### config.mk
export PLATFORM = sky130hd
export DESIGN_NAME = double_ended_queue
export DESIGN_NICKNAME = d
export VERILOG_FILES = /design/src/rtl/core/deq_pkg.sv /design/src/rtl/core/deq_ram.sv /design/src/rtl/core/deq_ctrl.sv /design/src/rtl/core/double_ended_queue.sv
export SDC_FILE = /design/constraint.sdc
export NUM_CORES = 1
export LEC_CHECK = 0
export BUFFER_PORTS_ARGS = -buffer_cell sky130_fd_sc_hd__buf_2
export CAP_MARGIN = 40
export CORE_UTILIZATION = 55
export CTS_CLUSTER_DIAMETER = 40
export DETAILED_ROUTE_END_ITERATION = 8
export PLACE_DENSITY = 0.69
export SLEW_MARGIN = 15
export SYNTH_ARGS = -nofsm -noshare
export SYNTH_HDL_FRONTEND = slang
export SYNTH_SLANG_ARGS = --single-unit
### constraint.sdc
create_clock -name clk_i -period 11.9 [get_ports clk_i]
set_input_delay 2.38 -clock clk_i [delete_from_list [all_inputs] [get_ports clk_i]]
set_output_delay 2.38 -clock clk_i [all_outputs]
set_load 0.03 [all_outputs]
### src/rtl/core/deq_pkg.sv
// Shared operation and status codes for the double-ended queue.
package deq_pkg;

  // Operation codes carried on the action input
  typedef enum logic [2:0] {
    ACT_PUSH_REAR  = 3'd0,
    ACT_PUSH_FRONT = 3'd1,
    ACT_POP_FRONT  = 3'd2,
    ACT_POP_REAR   = 3'd3,
    ACT_QUERY      = 3'd4
  } action_e;

  // Result status codes
  typedef enum logic [1:0] {
    ST_DONE  = 2'd0,
    ST_EMPTY = 2'd1,
    ST_FULL  = 2'd2
  } status_e;

endpackage

### src/rtl/core/deq_ram.sv
// Ring store: one write port, one registered read port, same-entry write forwarding.
module deq_ram #(
  parameter int unsigned DEPTH      = 16,
  parameter int unsigned DATA_WIDTH = 32
) (
  input  logic                          clk_i,
  input  logic                          wr_en_i,
  input  logic [$clog2(DEPTH)-1:0]      wr_addr_i,
  input  logic [DATA_WIDTH-1:0]         wr_data_i,
  input  logic                          rd_en_i,
  input  logic [$clog2(DEPTH)-1:0]      rd_addr_i,
  output logic [DATA_WIDTH-1:0]         rd_data_o
);

  logic [DATA_WIDTH-1:0] mem [DEPTH];
  logic [DATA_WIDTH-1:0] rd_data_q;
  logic [DATA_WIDTH-1:0] fwd_data_q;
  logic                  fwd_sel_q;

  // Write the pushed entry
  always_ff @(posedge clk_i) begin
    if (wr_en_i) begin
      mem[wr_addr_i] <= wr_data_i;
    end
  end

  // Read the front entry; remember a write to the same entry in this cycle
  always_ff @(posedge clk_i) begin
    if (rd_en_i) begin
      rd_data_q  <= mem[rd_addr_i];
      fwd_data_q <= wr_data_i;
      fwd_sel_q  <= wr_en_i && (wr_addr_i == rd_addr_i);
    end
  end

  // Forward the new data over the stale array read
  assign rd_data_o = fwd_sel_q ? fwd_data_q : rd_data_q;

endmodule

### src/rtl/core/deq_ctrl.sv
// Index and count control: decodes operations, updates front and fill, drives the store.
module deq_ctrl #(
  parameter int unsigned DEPTH      = 16,
  parameter int unsigned DATA_WIDTH = 32
) (
  input  logic                          clk_i,
  input  logic                          rst_ni,
  input  logic                          accept_i,
  input  logic [2:0]                    action_i,
  input  logic [DATA_WIDTH-1:0]         value_i,
  output logic                          wr_en_o,
  output logic [$clog2(DEPTH)-1:0]      wr_addr_o,
  output logic [DATA_WIDTH-1:0]         wr_data_o,
  output logic [$clog2(DEPTH)-1:0]      rd_addr_o,
  output logic                          valid_o,
  output deq_pkg::status_e              status_o,
  output logic [$clog2(DEPTH+1)-1:0]    count_o
);

  localparam int unsigned AW  = $clog2(DEPTH);
  localparam int unsigned CW  = $clog2(DEPTH + 1);
  localparam int unsigned SW  = AW + 1;
  localparam logic [SW-1:0] DepthS   = SW'(DEPTH);
  localparam logic [AW-1:0] LastIdx  = AW'(DEPTH - 1);
  localparam logic [CW-1:0] DepthCnt = CW'(DEPTH);

  logic [AW-1:0]     front_q, front_d;
  logic [CW-1:0]     count_q, count_d;
  logic              valid_q;
  deq_pkg::status_e  status_q, status_d;

  logic              is_full;
  logic              is_empty;
  logic [SW-1:0]     rear_sum;
  logic [AW-1:0]     rear_idx;
  logic [AW-1:0]     front_dec;
  logic [AW-1:0]     front_inc;

  assign is_full  = (count_q == DepthCnt);
  assign is_empty = (count_q == '0);

  // Slot past the rear, wrapped with one compare and subtract
  assign rear_sum = {1'b0, front_q} + SW'(count_q);
  assign rear_idx = (rear_sum >= DepthS) ? AW'(rear_sum - DepthS) : AW'(rear_sum);

  // Neighbors of the front slot
  assign front_dec = (front_q == '0) ? LastIdx : front_q - AW'(1);
  assign front_inc = (front_q == LastIdx) ? '0 : front_q + AW'(1);

  // Decode the operation into the next front, fill and store write
  always_comb begin
    front_d   = front_q;
    count_d   = count_q;
    status_d  = deq_pkg::ST_DONE;
    wr_en_o   = 1'b0;
    wr_addr_o = rear_idx;
    unique case (deq_pkg::action_e'(action_i))
      deq_pkg::ACT_PUSH_REAR: begin
        if (is_full) begin
          status_d = deq_pkg::ST_FULL;
        end else begin
          wr_en_o = accept_i;
          count_d = count_q + CW'(1);
        end
      end
      deq_pkg::ACT_PUSH_FRONT: begin
        wr_addr_o = front_dec;
        if (is_full) begin
          status_d = deq_pkg::ST_FULL;
        end else begin
          wr_en_o = accept_i;
          front_d = front_dec;
          count_d = count_q + CW'(1);
        end
      end
      deq_pkg::ACT_POP_FRONT: begin
        if (is_empty) begin
          status_d = deq_pkg::ST_EMPTY;
        end else begin
          front_d = front_inc;
          count_d = count_q - CW'(1);
        end
      end
      deq_pkg::ACT_POP_REAR: begin
        if (is_empty) begin
          status_d = deq_pkg::ST_EMPTY;
        end else begin
          count_d = count_q - CW'(1);
        end
      end
      default: begin
        status_d = deq_pkg::ST_DONE;
      end
    endcase
  end

  assign wr_data_o = value_i;
  // Read the front as it stands after this transaction
  assign rd_addr_o = front_d;

  // Advance the queue state on each accepted transaction
  always_ff @(posedge clk_i or negedge rst_ni) begin
    if (!rst_ni) begin
      front_q  <= '0;
      count_q  <= '0;
      valid_q  <= 1'b0;
      status_q <= deq_pkg::ST_DONE;
    end else begin
      valid_q <= accept_i;
      if (accept_i) begin
        front_q  <= front_d;
        count_q  <= count_d;
        status_q <= status_d;
      end
    end
  end

  assign valid_o  = valid_q;
  assign status_o = status_q;
  assign count_o  = count_q;

  // Fill never passes the ring size
  assert property (@(posedge clk_i) disable iff (!rst_ni) count_q <= DepthCnt)
    else $error("fill count above depth");

  // Front index stays inside the ring
  assert property (@(posedge clk_i) disable iff (!rst_ni) front_q <= LastIdx)
    else $error("front index out of range");

  // A refused push leaves the queue full
  assert property (@(posedge clk_i) disable iff (!rst_ni)
    (valid_q && status_q == deq_pkg::ST_FULL) |-> count_q == DepthCnt)
    else $error("push refused while not full");

  // A refused pop leaves the queue empty
  assert property (@(posedge clk_i) disable iff (!rst_ni)
    (valid_q && status_q == deq_pkg::ST_EMPTY) |-> count_q == '0)
    else $error("pop refused while not empty");

  // Fill moves by at most one per transaction
  assert property (@(posedge clk_i) disable iff (!rst_ni)
    accept_i |=> (count_q == $past(count_q) || count_q == $past(count_q) + CW'(1)
                  || count_q == $past(count_q) - CW'(1)))
    else $error("fill count jumped");

endmodule

### src/rtl/core/double_ended_queue.sv
// Double-ended queue top level: command port, ring store and result outputs.
//
// A transaction is taken at every clock edge where start is high; busy stays
// low, so one push, pop or query can be issued every cycle. Each transaction
// yields exactly one result in the next cycle, shown for a single cycle with
// done_o high; the receiver cannot stall it. The delay comes from the
// registered read port of the ring store, which returns the front entry
// after the operation; a push that lands on the front entry is forwarded.
// A push into a full queue (status 2) or a pop from an empty one (status 1)
// leaves the queue unchanged. front_value_o reads zero when the queue is empty.
module double_ended_queue #(
  parameter int unsigned DEPTH      = 16,
  parameter int unsigned DATA_WIDTH = 32
) (
  input  logic                          clk_i,
  input  logic                          rst_ni,
  input  logic                          start,
  output logic                          busy,
  input  logic [2:0]                    action_i,
  input  logic [DATA_WIDTH-1:0]         value_i,
  output logic                          done_o,
  output logic [1:0]                    status_o,
  output logic [DATA_WIDTH-1:0]         front_value_o,
  output logic                          is_empty_o,
  output logic [$clog2(DEPTH+1)-1:0]    entry_count_o
);

  localparam int unsigned AW = $clog2(DEPTH);
  localparam int unsigned CW = $clog2(DEPTH + 1);

  logic                  accept;
  logic                  wr_en;
  logic [AW-1:0]         wr_addr;
  logic [DATA_WIDTH-1:0] wr_data;
  logic [AW-1:0]         rd_addr;
  logic [DATA_WIDTH-1:0] rd_data;
  logic                  res_valid;
  deq_pkg::status_e      res_status;
  logic [CW-1:0]         res_count;

  // Take a command every cycle
  assign busy   = 1'b0;
  assign accept = start && !busy;

  deq_ctrl #(
    .DEPTH      (DEPTH),
    .DATA_WIDTH (DATA_WIDTH)
  ) u_ctrl (
    .clk_i     (clk_i),
    .rst_ni    (rst_ni),
    .accept_i  (accept),
    .action_i  (action_i),
    .value_i   (value_i),
    .wr_en_o   (wr_en),
    .wr_addr_o (wr_addr),
    .wr_data_o (wr_data),
    .rd_addr_o (rd_addr),
    .valid_o   (res_valid),
    .status_o  (res_status),
    .count_o   (res_count)
  );

  deq_ram #(
    .DEPTH      (DEPTH),
    .DATA_WIDTH (DATA_WIDTH)
  ) u_ram (
    .clk_i     (clk_i),
    .wr_en_i   (wr_en),
    .wr_addr_i (wr_addr),
    .wr_data_i (wr_data),
    .rd_en_i   (accept),
    .rd_addr_i (rd_addr),
    .rd_data_o (rd_data)
  );

  // Drive the result; mask the front value when nothing is held
  assign done_o        = res_valid;
  assign status_o      = res_status;
  assign is_empty_o    = (res_count == '0);
  assign entry_count_o = res_count;
  assign front_value_o = (res_count == '0) ? '0 : rd_data;

endmodule
==> metrics.md, run 1 <==
| Metric | Value |
|---|---|
| Outcome | completed |
| Final ANT Viol Nets | 0 |
| CTS tree | yes |
| Max frequency | 170.2 MHz |
| Die W | 211.4 microns |
| Post-CTS setup repair buffer count | 0 |
| Die area | 44,710 sq um |
| DR pass1 iterations | 5 |
| Die H | 211.4 microns |
| Yosys warnings | 0 |
| CTS Buffer Depth | 3 |
| Worst-margin pin slew | 913.4 ps |
| Hold Fails Final Rpt | 0 |
| Lkg Pwr | 9.102 nW |
| Hold Crit Class | flip-flop to flip-flop |
| Via count | 15,243 |
| CP Class | input pin to flip-flop |
| Clock Pin Slew Worst Setup and Hold Paths | 50 ps |
| Ys flop type | edfxtp_1 |
| Setup TNS | 0 ps |
| CTS Buf Count | 76 |
| Top cells by area, synth | edfxtp_1, a32oi_1, a21oi_1 |
| Maximum VDD drop | 0.0001441 V |
| Final net count | 1,699 |
| Critical-path top delay cell | buf_4 |
| Dpl hpwl | 30,510 microns |
| Port Buffers | 78 |
| Top-area cell type share of the netlist area | 0.7181 |
| Final Cycle Share | 0.4936 |
| Power Density | 255.8 nW/um^2 |
| EDFF count, synth | 577 |
| Share of layout cells above drive strength 1 | 0.1800 |
| Cell variety after synth | 66 |
| Clock Latency Late Sink | 610 ps |
| WL/cell | 27.29 microns |
| Tmin final | 5874 ps |
| DRC marker count from the first detailed-route iteration | 1,868 |
| Slew HR | 0.3911 |
| # IOs | 80 |
| Grt total ovfl | 0 |
| Worst reg2reg setup slack | 7140 ps |
| Seq/Total Area, Yosys | 0.7306 |
| Detailed Route WL | 62,710 microns |
| CP bufs+invs | 3 |
| Synthesized area | 24,130 sq um |
| First-pass GRT wire length | 93,800 microns |
| Post-CTS resize count | 0 |
| Pins Over Slew Limit | 0 |
| Final setup vio count | 0 |
| Root Buffer | clkbuf_16 |
| Async SR Flop Fraction | 0.02037 |
| Cts hold-fix bufs | 0 |
| H-tree lvl count | 3 |
| Most instantiated cells after synthesis | edfxtp_1, a21oi_1, o21ai_0 |
| RSZ-0062 raised after global routing | false |
| Syn_nets | 1,632 |
| Vias in the first global route | 14,861 |
| Via density | 6.633 |
| Core area | 43,170 sq um |
| Synthesized area per cell | 15.23 sq um |
| Finished Core Util | 0.6442 |
| CP most frequent cell | buf_4 |
| WP data required | 12,210 ps |
| All-Layer GR Usage | 0.2864 |
| RD Place Congestion | 0.8650 |
| Leading area contributor after synthesis | edfxtp_1 |
| Row cnt | 76 |
| Delay-heaviest family, CP | buffers and inverters |
| Crit start category | input pin |
| Setup crit end kind | flip-flop |
| Synth-to-layout area growth | 15.27% |
| Initial core utilization | 0.5589 |
| CP peak stage delay | 780 ps |
| CTS Sinks | 589 |
| Clock skew | 25.29 ps |
| Largest net degree at the start of global routing | 66 |
| CP Cell Sequence | buf_2 > or3b_1 > a22o_1 > o21ai_4 > buf_4 > and2_4 > buf_4 > a32oi_1 > a221oi_1 > o311ai_1 |
| DR DRC count | 0 |
| Critical Path AT | 6190 ps |
| Max cap viols | 0 |
| Post-Syn Instances | 1,584 |
| Synthesized flop and latch total | 589 |
| Worst-path fanout max | 59 |
| Count leader, synth | edfxtp_1 |
| Initial antenna violation count | 2 |
logic make-up after synthesis:
logic type,synth area share
flops,0.7306
simple gates,0.04730
compound gates,0.1546
buf+inv,0.02780
mux,0.02899
fa+ha+maj,0.005808
xor+xnor,0.004719
other cells,0.0001554
flip-flops by register name, indices dropped and copies added (netlist names):
name              count
u_ctrl.count_o        5
u_ctrl.front_q        4
u_ctrl.status_o       2
u_ctrl.valid_o        1
u_ram.fwd_data_q     32
u_ram.fwd_sel_q       1
u_ram.mem           512
u_ram.rd_data_q      32
area by class of cell:
cell class	instances	area, sq um
Tap cell	585	732.0
Clock inverter	44	491.7
Timing Repair Buffer	124	828.3
Multi-Input combinational cell	852	6033
Inverter	8	30.03
Sequential cell	589	17630
Antenna cell	2	5.005
Clock buffer	94	2064
Fill cell	3040	15360
power by group:
part	total [W]	internal (W)	switching, W
Combinational	0.00223	0.000708	0.00152
Clock	0.00229	0.00140	0.000885
Sequential	0.00260	0.00250	0.0000933
worst register-to-register path: stages, from the launching register on:
cell	delay [ps]
dfrtp_1	510
nor4_2	650
a21oi_1	310
a22oi_4	240
buf_4	490
and2_4	660
buf_4	800
a32oi_1	260
a221oi_1	390
o311ai_1	170
metal layers:
metal | global-route usage | vias to the layer above | share of wire
li1 | - | 6528 | -
met1 | 0.4010 | 7748 | 0.41
met4 | 0.1162 | 2 | 0.031
met3 | 0.04866 | 148 | 0.086
met5 | 0 | - | 0.00021
met2 | 0.4493 | 817 | 0.48
placed cells by master (no fill, tap or decap), types with 6 or more instances in the layout:
master and instances:
edfxtp_1 577, a21oi_1 110, o21ai_0 102, clkbuf_16 80, buf_2 78, nand3_1 66
a211oi_1 65, a21boi_0 64, a32oi_1 64, nand2_1 48, nor2_1 43, buf_4 41
o311ai_1 33, and3_1 32, a211o_1 32, mux2i_1 32, a221oi_1 30, nor2_4 19
mux2_2 17, mux2_1 14, clkbuf_1 13, dfrtp_1 12, xnor2_1 9, clkinv_4 9
inv_1 8, ha_1 8, bufinv_16 7, clkinvlp_4 7, inv_6 7, nand2b_1 6
clkinv_2 6, clkinv_1 6
stage by stage:
step / cells / instance area [sq um] / setup slack, ps / power, W / hold slack (ps)
floorplan: 1584 / 24130 / 6462 / 0.004109 / 644.2
global route: 2297 / 27810 / 5970 / 0.007392 / 566.9
global placement: 2151 / 25110 / 5589 / 0.004788 / 508.0
finish: 2298 / 27810 / 6026 / 0.007115 / 522.4
CTS: 2293 / 27750 / 6131 / 0.007124 / 525.1
detailed placement: 2155 / 25190 / 5563 / 0.004840 / 517.1
final timing paths:
path / start / to / depth (start not counted)
max in group asynchronous: rst_ni / u_ctrl.count_o[4] / 1
max reg2reg: u_ctrl.count_o[1] / u_ram.rd_data_q[2] / 9
min: u_ctrl.status_o[0] / u_ctrl.status_o[0] / 2
min in group asynchronous: rst_ni / u_ctrl.front_q[3] / 1
max: action_i[1] / u_ram.rd_data_q[2] / 10
min reg2reg: u_ctrl.status_o[0] / u_ctrl.status_o[0] / 2
No activity file was read; power rests on OpenSTA's default activity.
==> run 2, diff against run 1 <==
--- a/config.mk
+++ b/config.mk
@@ -10,7 +10,7 @@
 export CORE_UTILIZATION = 55
 export CTS_CLUSTER_DIAMETER = 40
 export DETAILED_ROUTE_END_ITERATION = 8
-export PLACE_DENSITY = 0.69
+export PLACE_DENSITY = 0.72
 export SLEW_MARGIN = 15
 export SYNTH_ARGS = -nofsm -noshare
 export SYNTH_HDL_FRONTEND = slang
==> constraint.sdc (replaced) <==
create_clock -name clk_i -period 4.8 [get_ports clk_i]
set_input_delay 0.96 -clock clk_i [delete_from_list [all_inputs] [get_ports clk_i]]
set_output_delay 0.96 -clock clk_i [all_outputs]
set_load 0.03 [all_outputs]
==> metrics.md, run 2 (synthesis results as in run 1) <==
| Metric | Value |
|---|---|
| Outcome | completed (unchanged) |
| Switching part of the total | 0.3594 (was 0.3516) |
| DR pass1 iterations | 6 (was 5) |
| NetSw | 0.006193 W (was 0.002502 W) |
| Synth-to-layout area growth | 14.90% (was 15.27%) |
| First-pass GRT wire length | 93,770 microns (was 93,800 microns) |
| Hold Fails Final Rpt | 0 (unchanged) |
| Part of the power in the clock network | 0.288 (was 0.321) |
| Initial core utilization | 0.5589 (unchanged) |
| Clock Latency Late Sink | 600 ps (was 610 ps) |
| Final ANT Viol Nets | 0 (unchanged) |
| N_diodes | 0 (was 2) |
| Hold Crit Class | input pin to asynchronous set/reset pin (was flip-flop to flip-flop) |
| Tmin final | 4007 ps |
| Final setup margin | 793.1 ps (was 6026 ps) |
| WP data required | 3840 ps (was 12,210 ps) |
| Max cap viols | 0 (unchanged) |
| Dpl hpwl | 33,270 microns (was 30,510 microns) |
| Final net count | 1,705 (was 1,699) |
| Worst reg2reg setup slack | 840 ps (was 7140 ps) |
| Design area | 27,720 sq um (was 27,810 sq um) |
| # IOs | 80 (unchanged) |
| Detailed Route WL | 63,780 microns (was 62,710 microns) |
| CTS tree | yes (unchanged) |
| Post-CTS resize count | 0 (unchanged) |
| Cts hold-fix bufs | 0 (unchanged) |
| Slew HR | 0.4350 (was 0.3911) |
| Power Density | 621.6 nW/um^2 (was 255.8 nW/um^2) |
| Setup TNS | 0 ps (unchanged) |
| CP Class | flip-flop to output pin (was input pin to flip-flop) |
| WL/cell | 27.77 microns (was 27.29 microns) |
| Root Buffer | clkbuf_16 (unchanged) |
| Seq pwr share | 0.374 (was 0.365) |
| Capturing point of the worst reg2reg path | u_ram.mem[9][20] (was u_ram.rd_data_q[2]) |
| Final Cycle Share | 0.8348 |
| Initial antenna violation count | 1 (was 2) |
| Core area | 43,170 sq um (unchanged) |
| Most flop-heavy register | u_ram.mem (unchanged) |
| RSZ-0062 raised after global routing | false (unchanged) |
| Largest net degree at the start of global routing | 97 (was 66) |
| Power share of the combinational group | 0.337 (was 0.314) |
| Final setup vio count | 0 (unchanged) |
| CTS Buf Count | 68 (was 76) |
| Setup crit end kind | output pin (was flip-flop) |
| Clock skew | 35.43 ps (was 25.29 ps) |
| Via density | 6.620 (was 6.633) |
| Pins Over Slew Limit | 0 (unchanged) |
| Die area | 44,710 sq um (unchanged) |
| Crit start category | flip-flop (was input pin) |
| CTS Sinks | 589 (unchanged) |
| Clock Pin Slew Worst Setup and Hold Paths | 50 ps (about the same) |
| Worst-path fanout max | 19 (was 59) |
| Via count | 15,207 (was 15,243) |
| Critical Path AT | 3050 ps (was 6190 ps) |
| H-tree lvl count | 3 (unchanged) |
| R2R Path Start | u_ctrl.front_q[0] (was u_ctrl.count_o[1]) |
| DRC marker count from the first detailed-route iteration | 2,017 (was 1,868) |
| CTS Buffer Depth | 3 (unchanged) |
| Pre-CTS setup slack | 754.8 ps (was 5563 ps) |
| Die H | 211.4 microns (unchanged) |
| Max frequency | 249.6 MHz |
| DR DRC count | 0 (unchanged) |
| Share of layout cells above drive strength 1 | 0.1793 (was 0.1800) |
| Port Buffers | 78 (unchanged) |
| Post-CTS setup repair buffer count | 0 (unchanged) |
| RD Place Congestion | 0.8204 (was 0.8650) |
| Row cnt | 76 (unchanged) |
| Maximum VDD drop | 0.0004955 V (was 0.0001441 V) |
| All-Layer GR Usage | 0.2888 (was 0.2864) |
| Die W | 211.4 microns (unchanged) |
| Most frequent cells in the layout | edfxtp_1, a21oi_1, o21ai_0 (unchanged) |
| Placed Area | 25,570 sq um (was 25,190 sq um) |
| Pint | 0.01104 W (was 0.004613 W) |
| Grt total ovfl | 0 (unchanged) |
| Vias in the first global route | 14,739 (was 14,861) |
| Max FFs per register | 512 (unchanged) |
| R2r worst-path depth | 8 (was 9) |
| Commonest non-fill, non-tap cell in the layout | edfxtp_1 (unchanged) |
| Biggest regs | u_ram.mem: 512 flops, u_ram.fwd_data_q: 32 flops, u_ram.rd_data_q: 32 flops (unchanged) |
| Lkg Pwr | 9.064 nW (was 9.102 nW) |
| Worst-margin pin slew | 847.5 ps (was 913.4 ps) |
[run 2: cell count changes in the layout (fill, tap and decap cells not counted), sizes merged]
cell	previous run	this run
clkinv	22	21
buf	124	138
clkbuf	94	82
bufinv	7	3
clkinvlp	7	4
inv	16	23
diode	2	0
[run 2: worst max path at each step]
stage	startpoint	to	slack, ps	depth (start not counted)
after CTS	u_ctrl.count_o[1]	front_value_o[18]	740	5
final	u_ctrl.count_o[1]	front_value_o[18]	790	5
after global placement	action_i[1]	u_ram.rd_data_q[13]	850	9
after global routing	u_ctrl.front_q[0]	u_ram.mem[9][17]	600	8
after detailed placement	action_i[1]	u_ram.rd_data_q[18]	750	9
after floorplan	action_i[1]	u_ram.mem[1][0]	780	5
[run 2: per-stage QoR]
step	power (W)	hold WS, ps	cells	util
2_1_floorplan	0.01019	644.2	1584	-
3_3_place_gp	0.01211	508.8	2168	0.5903
3_5_place_dp	0.01226	516.4	2172	0.5923
4_1_cts	0.01722	253.0	2297	0.6421
5_1_grt	0.01787	281.0	2297	0.6421
6_report	0.01723	261.3	2297	0.6421
[run 2: routing by layer]
layer  vias up  routed length, microns  GRT usage
li1       6535                       -          -
met1      7583                   25410     0.4043
met2       919                   29740     0.4459
met3       168                    6362    0.05607
met4         2                    2260     0.1209
met5         -                      12          0
[run 2: area by class of cell]
class,instances,area (sq um)
inverter,8,30.03
multi-input combinational,852,6033
fill,3040,15450
timing repair buffer,138,1146
clock buffer,82,1797
clock inverter,43,356.6
sequential,589,17630
tap,585,732.0
[run 2: worst max-delay path, stage by stage, from the launching register on]
cell and delay (ps):
dfrtp_1 500, or4_4 680, nor2_4 610, buf_4 400
nor2_1 90, buf_2 190
[run 2: power groups by stage]
stage | logic [W] | registers [W] | clock network (W)
4_1_cts | 0.00576 | 0.00645 | 0.00501
3_5_place_dp | 0.00572 | 0.00654 | 0
3_3_place_gp | 0.00557 | 0.00654 | 0
6_report | 0.00581 | 0.00645 | 0.00497
5_1_grt | 0.00619 | 0.00648 | 0.00520
2_1_floorplan | 0.00372 | 0.00646 | 0
